$ cat src/sv/dpb_pkg.sv
`default_nettype none

package dpb_pkg;

  // Field widths of the item ports and the configuration registers.
  localparam int unsigned DepthW   = 16;
  localparam int unsigned CoordW   = 32;
  localparam int unsigned PixW     = 12;
  localparam int unsigned CenterW  = 16;
  localparam int unsigned InvW     = 24;
  localparam int unsigned DimW     = 13;
  localparam int unsigned CfgIdxW  = 3;
  localparam int unsigned CfgDataW = 24;

  // Largest supported frame dimension.
  localparam int unsigned MaxDimDefault = 4096;

  // The scaled product carries 24 fraction bits from the reciprocal focal length.
  localparam int unsigned RoundShift = 24;

  // Saturation limits on the rounded magnitude.
  localparam logic [CoordW:0] NegMagLimit = 33'h0_8000_0000;
  localparam logic [CoordW:0] PosMagLimit = 33'h0_7FFF_FFFF;

  // Configuration register indexes.
  typedef enum logic [CfgIdxW-1:0] {
    CFG_CENTER_COL    = 3'd0,
    CFG_CENTER_ROW    = 3'd1,
    CFG_INV_FOCAL_COL = 3'd2,
    CFG_INV_FOCAL_ROW = 3'd3,
    CFG_MAX_DEPTH     = 3'd4,
    CFG_FRAME_WIDTH   = 3'd5,
    CFG_FRAME_HEIGHT  = 3'd6
  } cfg_idx_e;

  // Configuration register set.
  typedef struct packed {
    logic [CenterW-1:0] center_col;
    logic [CenterW-1:0] center_row;
    logic [InvW-1:0]    inv_focal_col;
    logic [InvW-1:0]    inv_focal_row;
    logic [DepthW-1:0]  max_depth;
    logic [DimW-1:0]    frame_width;
    logic [DimW-1:0]    frame_height;
  } cfg_t;

  localparam cfg_t CfgReset = '{
    center_col:    16'd5120,
    center_row:    16'd3840,
    inv_focal_col: 24'd27962,
    inv_focal_row: 24'd27962,
    max_depth:     16'd2000,
    frame_width:   13'd640,
    frame_height:  13'd480
  };

  // Which coordinate the datapath is working on.
  typedef enum logic {
    AXIS_COL = 1'b0,
    AXIS_ROW = 1'b1
  } axis_e;

  // Controller states.
  typedef enum logic [2:0] {
    ST_IDLE      = 3'd0,
    ST_MUL_DEPTH = 3'd1,
    ST_MUL_LO    = 3'd2,
    ST_MUL_HI    = 3'd3,
    ST_ROUND     = 3'd4,
    ST_EMIT      = 3'd5
  } state_e;

  // Commands from the controller to the datapath.
  typedef struct packed {
    logic  capture;
    axis_e axis;
    logic  mul_depth;
    logic  mul_lo;
    logic  mul_hi;
    logic  round;
    logic  emit;
  } cmd_t;

  // Status from the datapath to the controller.
  typedef struct packed {
    logic keep;
    logic out_free;
  } stat_t;

endpackage

`default_nettype wire

$ cat src/sv/dpb_cfg.sv
`default_nettype none

module dpb_cfg (
  input  wire logic                          clk_i,
  input  wire logic                          rst_ni,
  input  wire logic                          cfg_valid_i,
  output logic                               cfg_ready_o,
  input  wire logic [dpb_pkg::CfgIdxW-1:0]   cfg_index_i,
  input  wire logic [dpb_pkg::CfgDataW-1:0]  cfg_data_i,
  output dpb_pkg::cfg_t                      cfg_o
);

  dpb_pkg::cfg_t cfg_q, cfg_d;

  // Writes are always taken.
  assign cfg_ready_o = 1'b1;

  // Register write decode; data is truncated to each register's width.
  always_comb begin
    cfg_d = cfg_q;
    if (cfg_valid_i) begin
      unique case (dpb_pkg::cfg_idx_e'(cfg_index_i))
        dpb_pkg::CFG_CENTER_COL:    cfg_d.center_col    = cfg_data_i[dpb_pkg::CenterW-1:0];
        dpb_pkg::CFG_CENTER_ROW:    cfg_d.center_row    = cfg_data_i[dpb_pkg::CenterW-1:0];
        dpb_pkg::CFG_INV_FOCAL_COL: cfg_d.inv_focal_col = cfg_data_i[dpb_pkg::InvW-1:0];
        dpb_pkg::CFG_INV_FOCAL_ROW: cfg_d.inv_focal_row = cfg_data_i[dpb_pkg::InvW-1:0];
        dpb_pkg::CFG_MAX_DEPTH:     cfg_d.max_depth     = cfg_data_i[dpb_pkg::DepthW-1:0];
        dpb_pkg::CFG_FRAME_WIDTH:   cfg_d.frame_width   = cfg_data_i[dpb_pkg::DimW-1:0];
        dpb_pkg::CFG_FRAME_HEIGHT:  cfg_d.frame_height  = cfg_data_i[dpb_pkg::DimW-1:0];
        default: ;
      endcase
    end
  end

  always_ff @(posedge clk_i or negedge rst_ni) begin
    if (!rst_ni) begin
      cfg_q <= dpb_pkg::CfgReset;
    end else begin
      cfg_q <= cfg_d;
    end
  end

  assign cfg_o = cfg_q;

endmodule

`default_nettype wire

$ cat src/sv/dpb_ctrl.sv
`default_nettype none

module dpb_ctrl (
  input  wire logic            clk_i,
  input  wire logic            rst_ni,
  input  wire logic            in_valid_i,
  output logic                 in_ready_o,
  input  wire dpb_pkg::stat_t  stat_i,
  output dpb_pkg::cmd_t        cmd_o
);

  dpb_pkg::state_e state_q, state_d;
  dpb_pkg::axis_e  axis_q, axis_d;

  // Next state: each kept pixel runs the multiply sequence once per axis.
  always_comb begin
    state_d = state_q;
    axis_d  = axis_q;
    unique case (state_q)
      dpb_pkg::ST_IDLE: begin
        if (in_valid_i && stat_i.keep) begin
          state_d = dpb_pkg::ST_MUL_DEPTH;
          axis_d  = dpb_pkg::AXIS_COL;
        end
      end
      dpb_pkg::ST_MUL_DEPTH: state_d = dpb_pkg::ST_MUL_LO;
      dpb_pkg::ST_MUL_LO:    state_d = dpb_pkg::ST_MUL_HI;
      dpb_pkg::ST_MUL_HI:    state_d = dpb_pkg::ST_ROUND;
      dpb_pkg::ST_ROUND: begin
        if (axis_q == dpb_pkg::AXIS_COL) begin
          state_d = dpb_pkg::ST_MUL_DEPTH;
          axis_d  = dpb_pkg::AXIS_ROW;
        end else begin
          state_d = dpb_pkg::ST_EMIT;
        end
      end
      dpb_pkg::ST_EMIT: begin
        if (stat_i.out_free) begin
          state_d = dpb_pkg::ST_IDLE;
        end
      end
      default: state_d = dpb_pkg::ST_IDLE;
    endcase
  end

  // Commands to the datapath.
  always_comb begin
    cmd_o      = '0;
    cmd_o.axis = axis_q;
    in_ready_o = 1'b0;
    unique case (state_q)
      dpb_pkg::ST_IDLE: begin
        in_ready_o    = 1'b1;
        cmd_o.capture = in_valid_i;
      end
      dpb_pkg::ST_MUL_DEPTH: cmd_o.mul_depth = 1'b1;
      dpb_pkg::ST_MUL_LO:    cmd_o.mul_lo    = 1'b1;
      dpb_pkg::ST_MUL_HI:    cmd_o.mul_hi    = 1'b1;
      dpb_pkg::ST_ROUND:     cmd_o.round     = 1'b1;
      dpb_pkg::ST_EMIT:      cmd_o.emit      = stat_i.out_free;
      default: ;
    endcase
  end

  always_ff @(posedge clk_i or negedge rst_ni) begin
    if (!rst_ni) begin
      state_q <= dpb_pkg::ST_IDLE;
      axis_q  <= dpb_pkg::AXIS_COL;
    end else begin
      state_q <= state_d;
      axis_q  <= axis_d;
    end
  end

endmodule

`default_nettype wire

$ cat src/sv/dpb_dp.sv
`default_nettype none

module dpb_dp #(
  parameter int unsigned MAX_DIM = dpb_pkg::MaxDimDefault
) (
  input  wire logic                                clk_i,
  input  wire logic                                rst_ni,
  input  wire logic [dpb_pkg::DepthW-1:0]          depth_mm_i,
  input  wire logic                                frame_start_i,
  input  wire dpb_pkg::cfg_t                       cfg_i,
  input  wire dpb_pkg::cmd_t                       cmd_i,
  output dpb_pkg::stat_t                           stat_o,
  output logic                                     out_valid_o,
  input  wire logic                                out_ready_i,
  output logic signed [dpb_pkg::CoordW-1:0]        point_x_o,
  output logic signed [dpb_pkg::CoordW-1:0]        point_y_o,
  output logic [dpb_pkg::DepthW-1:0]               point_z_o,
  output logic [dpb_pkg::PixW-1:0]                 pixel_col_o,
  output logic [dpb_pkg::PixW-1:0]                 pixel_row_o
);

  localparam int unsigned CntW    = $clog2(MAX_DIM);
  localparam int unsigned MagW    = (CntW + 4 > dpb_pkg::CenterW) ? CntW + 4 : dpb_pkg::CenterW;
  localparam int unsigned Prod1W  = MagW + dpb_pkg::DepthW;
  localparam int unsigned HalfW   = (Prod1W + 1) / 2;
  localparam int unsigned AccW    = Prod1W + dpb_pkg::InvW;
  localparam int unsigned RndW    = AccW + 1 - dpb_pkg::RoundShift;
  localparam int unsigned MulAW   = (MagW > HalfW) ? MagW : HalfW;
  localparam int unsigned MulBW   = dpb_pkg::InvW;
  localparam int unsigned MulW    = MulAW + MulBW;
  localparam int unsigned DimExtW = (CntW + 1 > dpb_pkg::DimW) ? CntW + 1 : dpb_pkg::DimW;

  localparam logic [DimExtW-1:0] DimLimit = DimExtW'(MAX_DIM);

  logic [CntW-1:0]                col_cnt_q, col_cnt_d, row_cnt_q, row_cnt_d;
  logic [CntW-1:0]                col_q, row_q;
  logic [dpb_pkg::DepthW-1:0]     depth_q;
  logic                           neg_q;
  logic [Prod1W-1:0]              prod_q;
  logic [AccW-1:0]                acc_q;
  logic [dpb_pkg::CoordW-1:0]     x_q, y_q;
  logic                           out_valid_q;
  logic [dpb_pkg::CoordW-1:0]     out_x_q, out_y_q;
  logic [dpb_pkg::DepthW-1:0]     out_z_q;
  logic [dpb_pkg::PixW-1:0]       out_col_q, out_row_q;

  logic [CntW-1:0]                pos_col, pos_row;
  logic [DimExtW-1:0]             w_ext, h_ext, eff_w, eff_h, col_inc, row_inc;
  logic                           wrap_col, wrap_row;
  logic [CntW-1:0]                pos_sel;
  logic [dpb_pkg::CenterW-1:0]    center_sel;
  logic [dpb_pkg::InvW-1:0]       inv_sel;
  logic [MagW-1:0]                p16, c_ext, mag;
  logic                           diff_neg;
  logic [MulAW-1:0]               mul_a;
  logic [MulBW-1:0]               mul_b;
  logic [MulW-1:0]                mul_p;
  logic [AccW:0]                  rnd_sum;
  logic [RndW-1:0]                rnd, sat_neg;
  logic [dpb_pkg::CoordW-1:0]     res;

  // Pixel is kept when its depth is present and within range.
  assign stat_o.keep     = (depth_mm_i != '0) && (depth_mm_i <= cfg_i.max_depth);
  assign stat_o.out_free = !out_valid_q || out_ready_i;

  // Position of this pixel and the counter advance after it.
  always_comb begin
    pos_col  = frame_start_i ? '0 : col_cnt_q;
    pos_row  = frame_start_i ? '0 : row_cnt_q;
    w_ext    = DimExtW'(cfg_i.frame_width);
    h_ext    = DimExtW'(cfg_i.frame_height);
    eff_w    = (w_ext == '0) ? DimExtW'(1) : ((w_ext > DimLimit) ? DimLimit : w_ext);
    eff_h    = (h_ext == '0) ? DimExtW'(1) : ((h_ext > DimLimit) ? DimLimit : h_ext);
    col_inc  = DimExtW'(pos_col) + DimExtW'(1);
    row_inc  = DimExtW'(pos_row) + DimExtW'(1);
    wrap_col = col_inc >= eff_w;
    wrap_row = row_inc >= eff_h;
    col_cnt_d = wrap_col ? '0 : col_inc[CntW-1:0];
    if (wrap_col) begin
      row_cnt_d = wrap_row ? '0 : row_inc[CntW-1:0];
    end else begin
      row_cnt_d = pos_row;
    end
  end

  // Offset from the optical center, as sign and magnitude in 1/16 pixel.
  always_comb begin
    if (cmd_i.axis == dpb_pkg::AXIS_ROW) begin
      pos_sel    = row_q;
      center_sel = cfg_i.center_row;
      inv_sel    = cfg_i.inv_focal_row;
    end else begin
      pos_sel    = col_q;
      center_sel = cfg_i.center_col;
      inv_sel    = cfg_i.inv_focal_col;
    end
    p16      = MagW'({pos_sel, 4'b0000});
    c_ext    = MagW'(center_sel);
    diff_neg = p16 < c_ext;
    mag      = diff_neg ? (c_ext - p16) : (p16 - c_ext);
  end

  // Shared multiplier: offset times depth, then that product in two halves
  // times the reciprocal focal length.
  always_comb begin
    if (cmd_i.mul_depth) begin
      mul_a = MulAW'(mag);
      mul_b = MulBW'(depth_q);
    end else if (cmd_i.mul_hi) begin
      mul_a = MulAW'(prod_q[Prod1W-1:HalfW]);
      mul_b = inv_sel;
    end else begin
      mul_a = MulAW'(prod_q[HalfW-1:0]);
      mul_b = inv_sel;
    end
  end

  assign mul_p = MulW'(mul_a) * MulW'(mul_b);

  // Round to nearest with ties away from zero, apply the sign and saturate.
  always_comb begin
    rnd_sum = {1'b0, acc_q} + ({{AccW{1'b0}}, 1'b1} << (dpb_pkg::RoundShift - 1));
    rnd     = rnd_sum[AccW:dpb_pkg::RoundShift];
    sat_neg = (rnd > RndW'(dpb_pkg::NegMagLimit)) ? RndW'(dpb_pkg::NegMagLimit) : rnd;
    if (neg_q) begin
      res = '0 - sat_neg[dpb_pkg::CoordW-1:0];
    end else if (rnd > RndW'(dpb_pkg::PosMagLimit)) begin
      res = dpb_pkg::PosMagLimit[dpb_pkg::CoordW-1:0];
    end else begin
      res = rnd[dpb_pkg::CoordW-1:0];
    end
  end

  // Position counters.
  always_ff @(posedge clk_i or negedge rst_ni) begin
    if (!rst_ni) begin
      col_cnt_q <= '0;
      row_cnt_q <= '0;
    end else if (cmd_i.capture) begin
      col_cnt_q <= col_cnt_d;
      row_cnt_q <= row_cnt_d;
    end
  end

  // Working registers of the current item.
  always_ff @(posedge clk_i) begin
    if (cmd_i.capture) begin
      depth_q <= depth_mm_i;
      col_q   <= pos_col;
      row_q   <= pos_row;
    end
    if (cmd_i.mul_depth) begin
      prod_q <= mul_p[Prod1W-1:0];
      neg_q  <= diff_neg;
    end
    if (cmd_i.mul_lo) begin
      acc_q <= AccW'(mul_p);
    end else if (cmd_i.mul_hi) begin
      acc_q <= acc_q + (AccW'(mul_p) << HalfW);
    end
    if (cmd_i.round) begin
      if (cmd_i.axis == dpb_pkg::AXIS_ROW) begin
        y_q <= res;
      end else begin
        x_q <= res;
      end
    end
  end

  // Output register holds a finished item while the next one is worked on.
  always_ff @(posedge clk_i or negedge rst_ni) begin
    if (!rst_ni) begin
      out_valid_q <= 1'b0;
    end else if (cmd_i.emit) begin
      out_valid_q <= 1'b1;
    end else if (out_ready_i) begin
      out_valid_q <= 1'b0;
    end
  end

  always_ff @(posedge clk_i) begin
    if (cmd_i.emit) begin
      out_x_q   <= x_q;
      out_y_q   <= y_q;
      out_z_q   <= depth_q;
      out_col_q <= dpb_pkg::PixW'(col_q);
      out_row_q <= dpb_pkg::PixW'(row_q);
    end
  end

  assign out_valid_o = out_valid_q;
  assign point_x_o   = signed'(out_x_q);
  assign point_y_o   = signed'(out_y_q);
  assign point_z_o   = out_z_q;
  assign pixel_col_o = out_col_q;
  assign pixel_row_o = out_row_q;

endmodule

`default_nettype wire

$ cat src/sv/depth_pixel_backprojection.sv
// Channel   Direction  Handshake              Payload
// in        input      in_valid_i/in_ready_o  depth_mm_i, frame_start_i
// out       output     out_valid_o/out_ready_i point_x_o, point_y_o, point_z_o,
//                                              pixel_col_o, pixel_row_o
// cfg       input      cfg_valid_i/cfg_ready_o cfg_index_i, cfg_data_i
//
// A pixel that gives a point passes through the accept state, four steps per axis
// (whose multiplies share one multiplier) and an emit state loading the result.
// Dropped pixels leave the block idle, so such pixels stream at one per clock.
// Reset clears the position counters, the controller and the output valid, and
// loads the configuration defaults. The output register lets the next pixel be
// taken while a point waits; a point finished while the previous one still waits
// holds the block until the output is taken.
`default_nettype none

module depth_pixel_backprojection #(
  parameter int unsigned MAX_DIM = dpb_pkg::MaxDimDefault
) (
  input  wire logic                                clk_i,
  input  wire logic                                rst_ni,
  input  wire logic                                in_valid_i,
  output logic                                     in_ready_o,
  input  wire logic [dpb_pkg::DepthW-1:0]          depth_mm_i,
  input  wire logic                                frame_start_i,
  output logic                                     out_valid_o,
  input  wire logic                                out_ready_i,
  output logic signed [dpb_pkg::CoordW-1:0]        point_x_o,
  output logic signed [dpb_pkg::CoordW-1:0]        point_y_o,
  output logic [dpb_pkg::DepthW-1:0]               point_z_o,
  output logic [dpb_pkg::PixW-1:0]                 pixel_col_o,
  output logic [dpb_pkg::PixW-1:0]                 pixel_row_o,
  input  wire logic                                cfg_valid_i,
  output logic                                     cfg_ready_o,
  input  wire logic [dpb_pkg::CfgIdxW-1:0]         cfg_index_i,
  input  wire logic [dpb_pkg::CfgDataW-1:0]        cfg_data_i
);

  dpb_pkg::cfg_t  cfg;
  dpb_pkg::cmd_t  cmd;
  dpb_pkg::stat_t stat;

  // Configuration registers.
  dpb_cfg u_cfg (
    .clk_i       (clk_i),
    .rst_ni      (rst_ni),
    .cfg_valid_i (cfg_valid_i),
    .cfg_ready_o (cfg_ready_o),
    .cfg_index_i (cfg_index_i),
    .cfg_data_i  (cfg_data_i),
    .cfg_o       (cfg)
  );

  // Sequencer.
  dpb_ctrl u_ctrl (
    .clk_i      (clk_i),
    .rst_ni     (rst_ni),
    .in_valid_i (in_valid_i),
    .in_ready_o (in_ready_o),
    .stat_i     (stat),
    .cmd_o      (cmd)
  );

  // Counters, arithmetic and output register.
  dpb_dp #(
    .MAX_DIM (MAX_DIM)
  ) u_dp (
    .clk_i         (clk_i),
    .rst_ni        (rst_ni),
    .depth_mm_i    (depth_mm_i),
    .frame_start_i (frame_start_i),
    .cfg_i         (cfg),
    .cmd_i         (cmd),
    .stat_o        (stat),
    .out_valid_o   (out_valid_o),
    .out_ready_i   (out_ready_i),
    .point_x_o     (point_x_o),
    .point_y_o     (point_y_o),
    .point_z_o     (point_z_o),
    .pixel_col_o   (pixel_col_o),
    .pixel_row_o   (pixel_row_o)
  );

`ifndef SYNTHESIS
  // A missing-depth item is dropped and the block is ready again at once.
  a_drop_ready: assert property (@(posedge clk_i) disable iff (!rst_ni)
    (in_valid_i && in_ready_o && depth_mm_i == '0) |=> in_ready_o)
    else $error("dropped item did not free the input");

  // A new point appears only when the input was not ready just before it.
  a_emit_busy: assert property (@(posedge clk_i) disable iff (!rst_ni)
    $rose(out_valid_o) |-> !$past(in_ready_o))
    else $error("point appeared without a busy cycle before it");

  // Every delivered point has a nonzero depth.
  a_z_nonzero: assert property (@(posedge clk_i) disable iff (!rst_ni)
    out_valid_o |-> point_z_o != '0)
    else $error("point delivered with zero depth");
`endif

endmodule

`default_nettype wire
$ cat config.mk
export PLATFORM = sky130hd
export DESIGN_NAME = depth_pixel_backprojection
export DESIGN_NICKNAME = d
export VERILOG_FILES = /design/src/sv/dpb_pkg.sv /design/src/sv/dpb_cfg.sv /design/src/sv/dpb_ctrl.sv /design/src/sv/dpb_dp.sv /design/src/sv/depth_pixel_backprojection.sv
export SDC_FILE = /design/constraint.sdc
export NUM_CORES = 2
export LEC_CHECK = 0
export ABC_AREA = 1
export BUFFER_PORTS_ARGS = -buffer_cell sky130_fd_sc_hd__buf_2
export CAP_MARGIN = 20
export CORE_MARGIN = 5
export CORE_UTILIZATION = 40
export CTS_CLUSTER_DIAMETER = 100
export DETAILED_ROUTE_END_ITERATION = 10
export PLACE_DENSITY = 0.57
export SYNTH_ARGS = -nofsm -noshare
export SYNTH_HDL_FRONTEND = slang
export SYNTH_SLANG_ARGS = --single-unit
export TNS_END_PERCENT = 20
$ cat constraint.sdc
create_clock -name clk_i -period 13.4 [get_ports clk_i]
set_clock_uncertainty 0.15 [all_clocks]
set_input_delay 0.67 -clock clk_i [delete_from_list [all_inputs] [get_ports clk_i]]
set_output_delay 0.67 -clock clk_i [all_outputs]
set_load 0.01 [all_outputs]
Word-level counts from Yosys, hierarchy flattened
Index checks and enable logic that the tools add are counted.
- register bits: 448
- input bits: 49
- output and inout bits: 107
- logic and storage cells: 115
- add/subtract/negate cells: 7
- multipliers: 1
- order comparisons: 8
- equality and inequality tests: 13
- mux-type cells: 36
- bitwise logic cells: 1
- reductions and logical operators: 23
- operators with widths (cell ; count):
    2-to-1 mux 32 bit ; 3
    2-to-1 mux 40 bit ; 2
    2-to-1 mux 12 bit ; 6
    2-to-1 mux 16 bit ; 4
    adder 56 x 24 -> 57 bit (second input constant) ; 1
    adder 56 bit ; 1
    2-to-1 mux 13 bit ; 4
    2-to-1 mux 24 bit ; 2
    multiplier 16 x 24 -> 40 bit ; 1
    > comparator 33 x 31 -> 1 bit (second input constant) ; 1
    > comparator 33 x 32 -> 1 bit (second input constant) ; 1
    subtractor 1 x 32 -> 32 bit (first input constant) ; 1
    subtractor 16 bit ; 2
    adder 12 x 1 -> 13 bit (second input constant) ; 2
    greater-or-equal comparator 13 bit ; 2
    > comparator 13 bit (second input constant) ; 2
    zero test 13 bit ; 2
    AND reduction 2 bit ; 11
    one-hot mux 3 bit (6 select lines) ; 1
    less-or-equal comparator 16 bit ; 1
    < comparator 16 bit ; 1
    nonzero test 16 bit ; 1
    equality test 3 bit (second input constant) ; 5
    equality test 3 x 2 -> 1 bit (second input constant) ; 4
    other kinds (11) ; 28

Logic depth before layout (Yosys ltp)
- depth after elaboration: 8
- depth in mapped cells: 61

By module
A second synthesis with hierarchy kept.
- cells, all modules: 4410
- area total of the unflattened synthesis: 36394.9 µm²
- by module, submodules not included (module ; times used ; cells an instance ; area each (µm²)):
    dpb_dp ; 1 ; 3831 ; 31305.0
    dpb_cfg ; 1 ; 541 ; 4833.4
    dpb_ctrl ; 1 ; 38 ; 256.5

Worst setup path before layout
OpenSTA, ideal clock, no wires.
- path kind: reg-to-reg
- start point: register u_ctrl.axis_q
- end point: register u_dp.acc_q[53]
- data arrival time: 9878 ps
- path slack: 3256 ps
- stages on the path, launching flop included: 53
- cell sequence: dfrtp_1 -> buf_4 -> clkbuf_1 -> clkbuf_1 -> clkbuf_1 -> o21ai_0 -> inv_1 -> ha_1 -> nand4_1 -> o21ai_1 -> nand2_1 -> nand2_1 -> nand3_1 -> nand2_1 -> buf_2 -> nand2_1 -> a21oi_1 -> nand3b_1 -> [... 17 more ...] -> o21ai_0 -> a21oi_1 -> o31ai_1 -> a21oi_1 -> o21ai_0 -> a21oi_1 -> inv_1 -> or2_2 -> and2_1 -> ha_1 -> nand2_1 -> nor4_1 -> nand4_1 -> or2_2 -> nand4_1 -> nand3_1 -> o211ai_1 -> inv_1
- longest elaborated chain between the ends: 6
- elaborated cells on any way between the ends: 11
- ends and longest elaborated chain (item ; RTL line ; RTL):
    from (decl) ; dpb_ctrl.sv:13 ; dpb_pkg::axis_e axis_q, axis_d;
    from (signal assigned) ; dpb_ctrl.sv:68 ; axis_q <= dpb_pkg::AXIS_COL;
    from (signal assigned) ; dpb_ctrl.sv:71 ; axis_q <= axis_d;
    2-to-1 mux 16 bit / 2-to-1 mux 12 bit (equally long branches) ; dpb_dp.sv:88 ; if (cmd_i.axis == dpb_pkg::AXIS_ROW) begin
    subtractor 16 bit / < comparator 16 bit (equally long branches) ; dpb_dp.sv:100, dpb_dp.sv:99 ;
    2-to-1 mux 16 bit ; dpb_dp.sv:100 ; mag = diff_neg ? (c_ext - p16) : (p16 - c_ext);
    2-to-1 mux 16 bit ; dpb_dp.sv:106 ; if (cmd_i.mul_depth) begin
    multiplier 16 x 24 -> 40 bit * ; dpb_dp.sv:118 ; assign mul_p = MulW'(mul_a) * MulW'(mul_b);
    adder 56 bit * ; dpb_dp.sv:159 ; acc_q <= acc_q + (AccW'(mul_p) << HalfW);
    to (signal assigned) ; dpb_dp.sv:157 ; acc_q <= AccW'(mul_p);
    to (signal assigned) ; dpb_dp.sv:159 ;
    to (decl) ; dpb_dp.sv:40 ; logic [AccW-1:0] acc_q;
Every way passes the cells marked *; elsewhere a longest branch is shown, timed or not.
A chain may end at the register's enable or synchronous reset.

Worst setup path after layout
- start point: register u_ctrl.axis_q
- end point: register u_dp.acc_q[55]
Same word-level chain as after synthesis.

==> summary.txt <==
Status
  • Outcome: finished, violations left
  • Failing checks: negative hold slack

Clock network
  • Sink Count: about 430
  • Clk buf depth: 3
  • Post-CTS Setup Inserts: 0
  • CTS clk-pin slew, worst paths: around 0.060 ns
  • Root buffer cell: clkbuf_16
  • Clock Latency Late Sink: slightly below 0.6 ns
  • CTS-repair resized insts: 0
  • TritonCTS clock tree: yes
  • CTS Buf Count: 47
  • Post-CTS Hold Fix Bufs: 0
  • H-tree levels: 2

Worst setup path
  • Slowest cell on the critical path: inv_1
  • Crit Reg-Reg Endpoint: u_dp.acc_q[55]$_SDFFE_PP0P_
  • CP required: roughly 14 ns
  • Beginning of the critical path: u_ctrl.axis_q$_DFFE_PN0P_
  • CP endpoint: u_dp.acc_q[55]$_SDFFE_PP0P_
  • Critical path's largest stage delay: around 0.83 ns
  • CP max FO: 54
  • Worst setup EP type: flip-flop
  • Crit path kind: reg -> reg
  • Worst R2R Path Depth: 51
  • Startpoint types: flip-flop
  • Setup slack, reg-to-reg: between 1 and 1.5 ns
  • Critical Path AT: between 10 and 15 ns
  • Most used cell, CP: nand2_1
  • R2R Path Start: u_ctrl.axis_q$_DFFE_PN0P_

Yosys
  • Most used flip-flop cell after synthesis: edfxtp_1
  • Post-Syn Area: between 0.03 and 0.04 mm2
  • Post-Synthesis Cells: approximately 4300
  • Synthesis Warnings: 0
  • Ys async rst share: 0.3495
  • Largest area contributor in the netlist: edfxtp_1
  • Post-synthesis sequential area ratio: 0.3386
  • Mapped Nets: roughly 4800
  • Synth area leaders: edfxtp_1 (22%), fa_1 (17%), nand2_1 (10%), dfrtp_1 (8.1%), inv_1 (7.9%)
  • EDFF count, synth: approximately 270
  • Yosys cell types: 60
  • Avg Inst Size Synth: approximately 8.4 um2
  • #FFs+latches synth: around 430
  • Share of Yosys cell area claimed by the top area cell type: 0.2227

Global routing
  • Tot GR Track Use: 0.2246
  • Largest net degree at the start of global routing: 88
  • Initial antenna violation count: 5
  • First-pass GRT wire length: 167200 um
  • Via count of the first global-routing pass: approximately 29000
  • GR Overflow Total: 0

STA
  • Maximum clock frequency: 81.13 MHz
  • Final Hold Violating Endpoints: 1
  • RSZ-0062 raised after global routing: no
  • Slew headroom: 0.2509
  • Setup Viol. Count Final: 0
  • Hold Slack: -0.008660 ns
  • Worst-Margin Slew: 1.122 ns
  • Slew Limit Fails: 0
  • TNS Setup: 0 ns
  • Final worst-path cycle share: 0.9199
  • Minimum clock period: roughly 12 ns

Drt
  • DR WL/cell: roughly 19 um
  • Via density: 5.200
  • Aggregate routed wire length: 107200 um
  • Iteration count of the initial detailed-routing pass: 5
  • Routed Antenna Nets: 0
  • Residual DRC: 0
  • Vias after detailed routing: ~29000
  • Drt first-iter violations: 2241

Placement
  • DPL Wire Length: between 80000 and 90000 um
  • GP Congestion: roughly 0.96
  • IO buf count: between 150 and 200

Worst hold path
  • Hold/Removal Path Class: in -> async

Floorplanning
  • Initial Util: 0.4038
  • Die span in y: between 300 and 400 um
  • Die Span X: ~300 um
  • Core Rows: roughly 110
  • IO Pins: between 150 and 200
  • Core area: between 0.08 and 0.09 mm2
  • Die area: approximately 0.095 mm2

Final layout
  • Area Overhead vs Synth: 10.18%
  • Most frequent cells in the layout: nand2_1 (972), inv_1 (749), nor2_1 (370)
  • Fillers: just under 9000
  • Commonest non-fill, non-tap cell in the layout: nand2_1
  • Share of cells above drive strength 1: 0.08564
  • Final nets: 4955

Flow run
  • Max_cap viols: 0
per-stage QoR:
stage               utilization  worst slack [ns]  std cells  cell area (um2)  hold slack, ns
floorplan                     -             3.256       4252            35740          0.2244
global placement         0.4269             1.220       5490            37790          0.2508
detailed placement       0.4270             1.159       5491            37800          0.2545
CTS                      0.4445             1.118       5578            39350        0.006793
global route             0.4448           0.07335       5579            39370         0.04348
finish                   0.4449             1.073       5580            39380       -0.008660
sequential cells by signal, summed over array words and instances, names as in the netlist, 12 cells and up:
name              flops
u_dp.row_cnt_q       12
u_dp.col_cnt_q       12
u_dp.point_x_o       32
u_dp.pixel_col_o     12
u_dp.prod_q          32
u_dp.point_y_o       32
u_dp.x_q             32
u_dp.pixel_row_o     12
u_dp.row_q           12
u_dp.point_z_o       16
u_cfg.cfg_o         122
u_dp.y_q             32
u_dp.acc_q           40
u_dp.col_q           12
u_dp.depth_q         16
worst min-delay path by stage:
stage,start,to,slack [ns],cells past startpoint
detailed placement,u_dp.x_q[17]$_DFFE_PP_,u_dp.point_x_o[17]$_DFFE_PP_,0.25,0
global route,rst_ni,u_cfg.cfg_o[26]$_DFFE_PN0P_,0.04,1
floorplan,rst_ni,u_cfg.cfg_o[0]$_DFFE_PN0P_,0.22,0
finish,rst_ni,u_cfg.cfg_o[26]$_DFFE_PN0P_,-0.009,1
global placement,u_dp.y_q[7]$_DFFE_PP_,u_dp.point_y_o[7]$_DFFE_PP_,0.25,0
CTS,rst_ni,u_cfg.cfg_o[24]$_DFFE_PN0P_,0.007,1
critical path, delay by kind of cell, from the launching register on:
kind | cells | cell delay (ns)
buffers and inverters | 10 | 1.59
adder cells (fa/ha/maj) | 9 | 4.22
AO/OA/AOI/OAI | 10 | 2.43
flip-flops | 1 | 0.40
AND/OR/NAND/NOR | 22 | 3.42
cells by family after synthesis:
logic type,Yosys count,synth area share
AND/OR/NAND/NOR,1652,0.1901
other,1,0.0001049
AO/OA/AOI/OAI,664,0.1040
buffers and inverters,887,0.09533
flip-flops,432,0.3386
adder cells (fa/ha/maj),530,0.2503
multiplexers,2,0.0005602
XOR/XNOR,84,0.02101
cell usage after synthesis, types with 6 or more instances:
library cell and n:
o221ai_1 7, clkbuf_1 86, buf_2 26, xnor2_1 32
inv_1 750, nand3_1 157, nand4_1 26, dfrtp_1 115
xor2_1 50, nor3_1 20, o21ai_0 343, o211ai_1 29
a31oi_1 23, edfxtp_1 265, nor2_4 6, inv_2 9
o21a_1 9, o21ai_1 19, a21oi_1 154, fa_1 308
nor2_1 376, nand2_2 7, o31ai_1 13, nor4_1 19
dfxtp_1 16, or2_2 34, nand2_1 973, o41ai_1 14
nand3b_1 20, ha_1 222, a21o_1 12, o21bai_1 11
dfstp_2 36
layer usage:
layer	vias to the layer above	share of wire	GRT usage
li1	13840	-	-
met1	14030	0.44	0.3126
met2	997	0.46	0.3656
met3	153	0.071	0.03923
met4	2	0.030	0.06215
met5	-	0.00019	0
cell type report:
class                           instances  area, um2  share of cell area
Clock inverter                         21      252.7            0.006419
Sequential cell                       432      12100              0.3074
Antenna cell                            1      2.502          0.00006355
Multi-Input combinational cell       2933      20270              0.5147
Inverter                              764       2868             0.07283
Tap cell                             1165       1458             0.03702
Clock buffer                           66       1299             0.03298
Timing Repair Buffer                  198       1127             0.02863
Power is left out: the tool's default activity adds up to more than one toggle a clock period on the data nets, which glitch-free logic cannot reach.
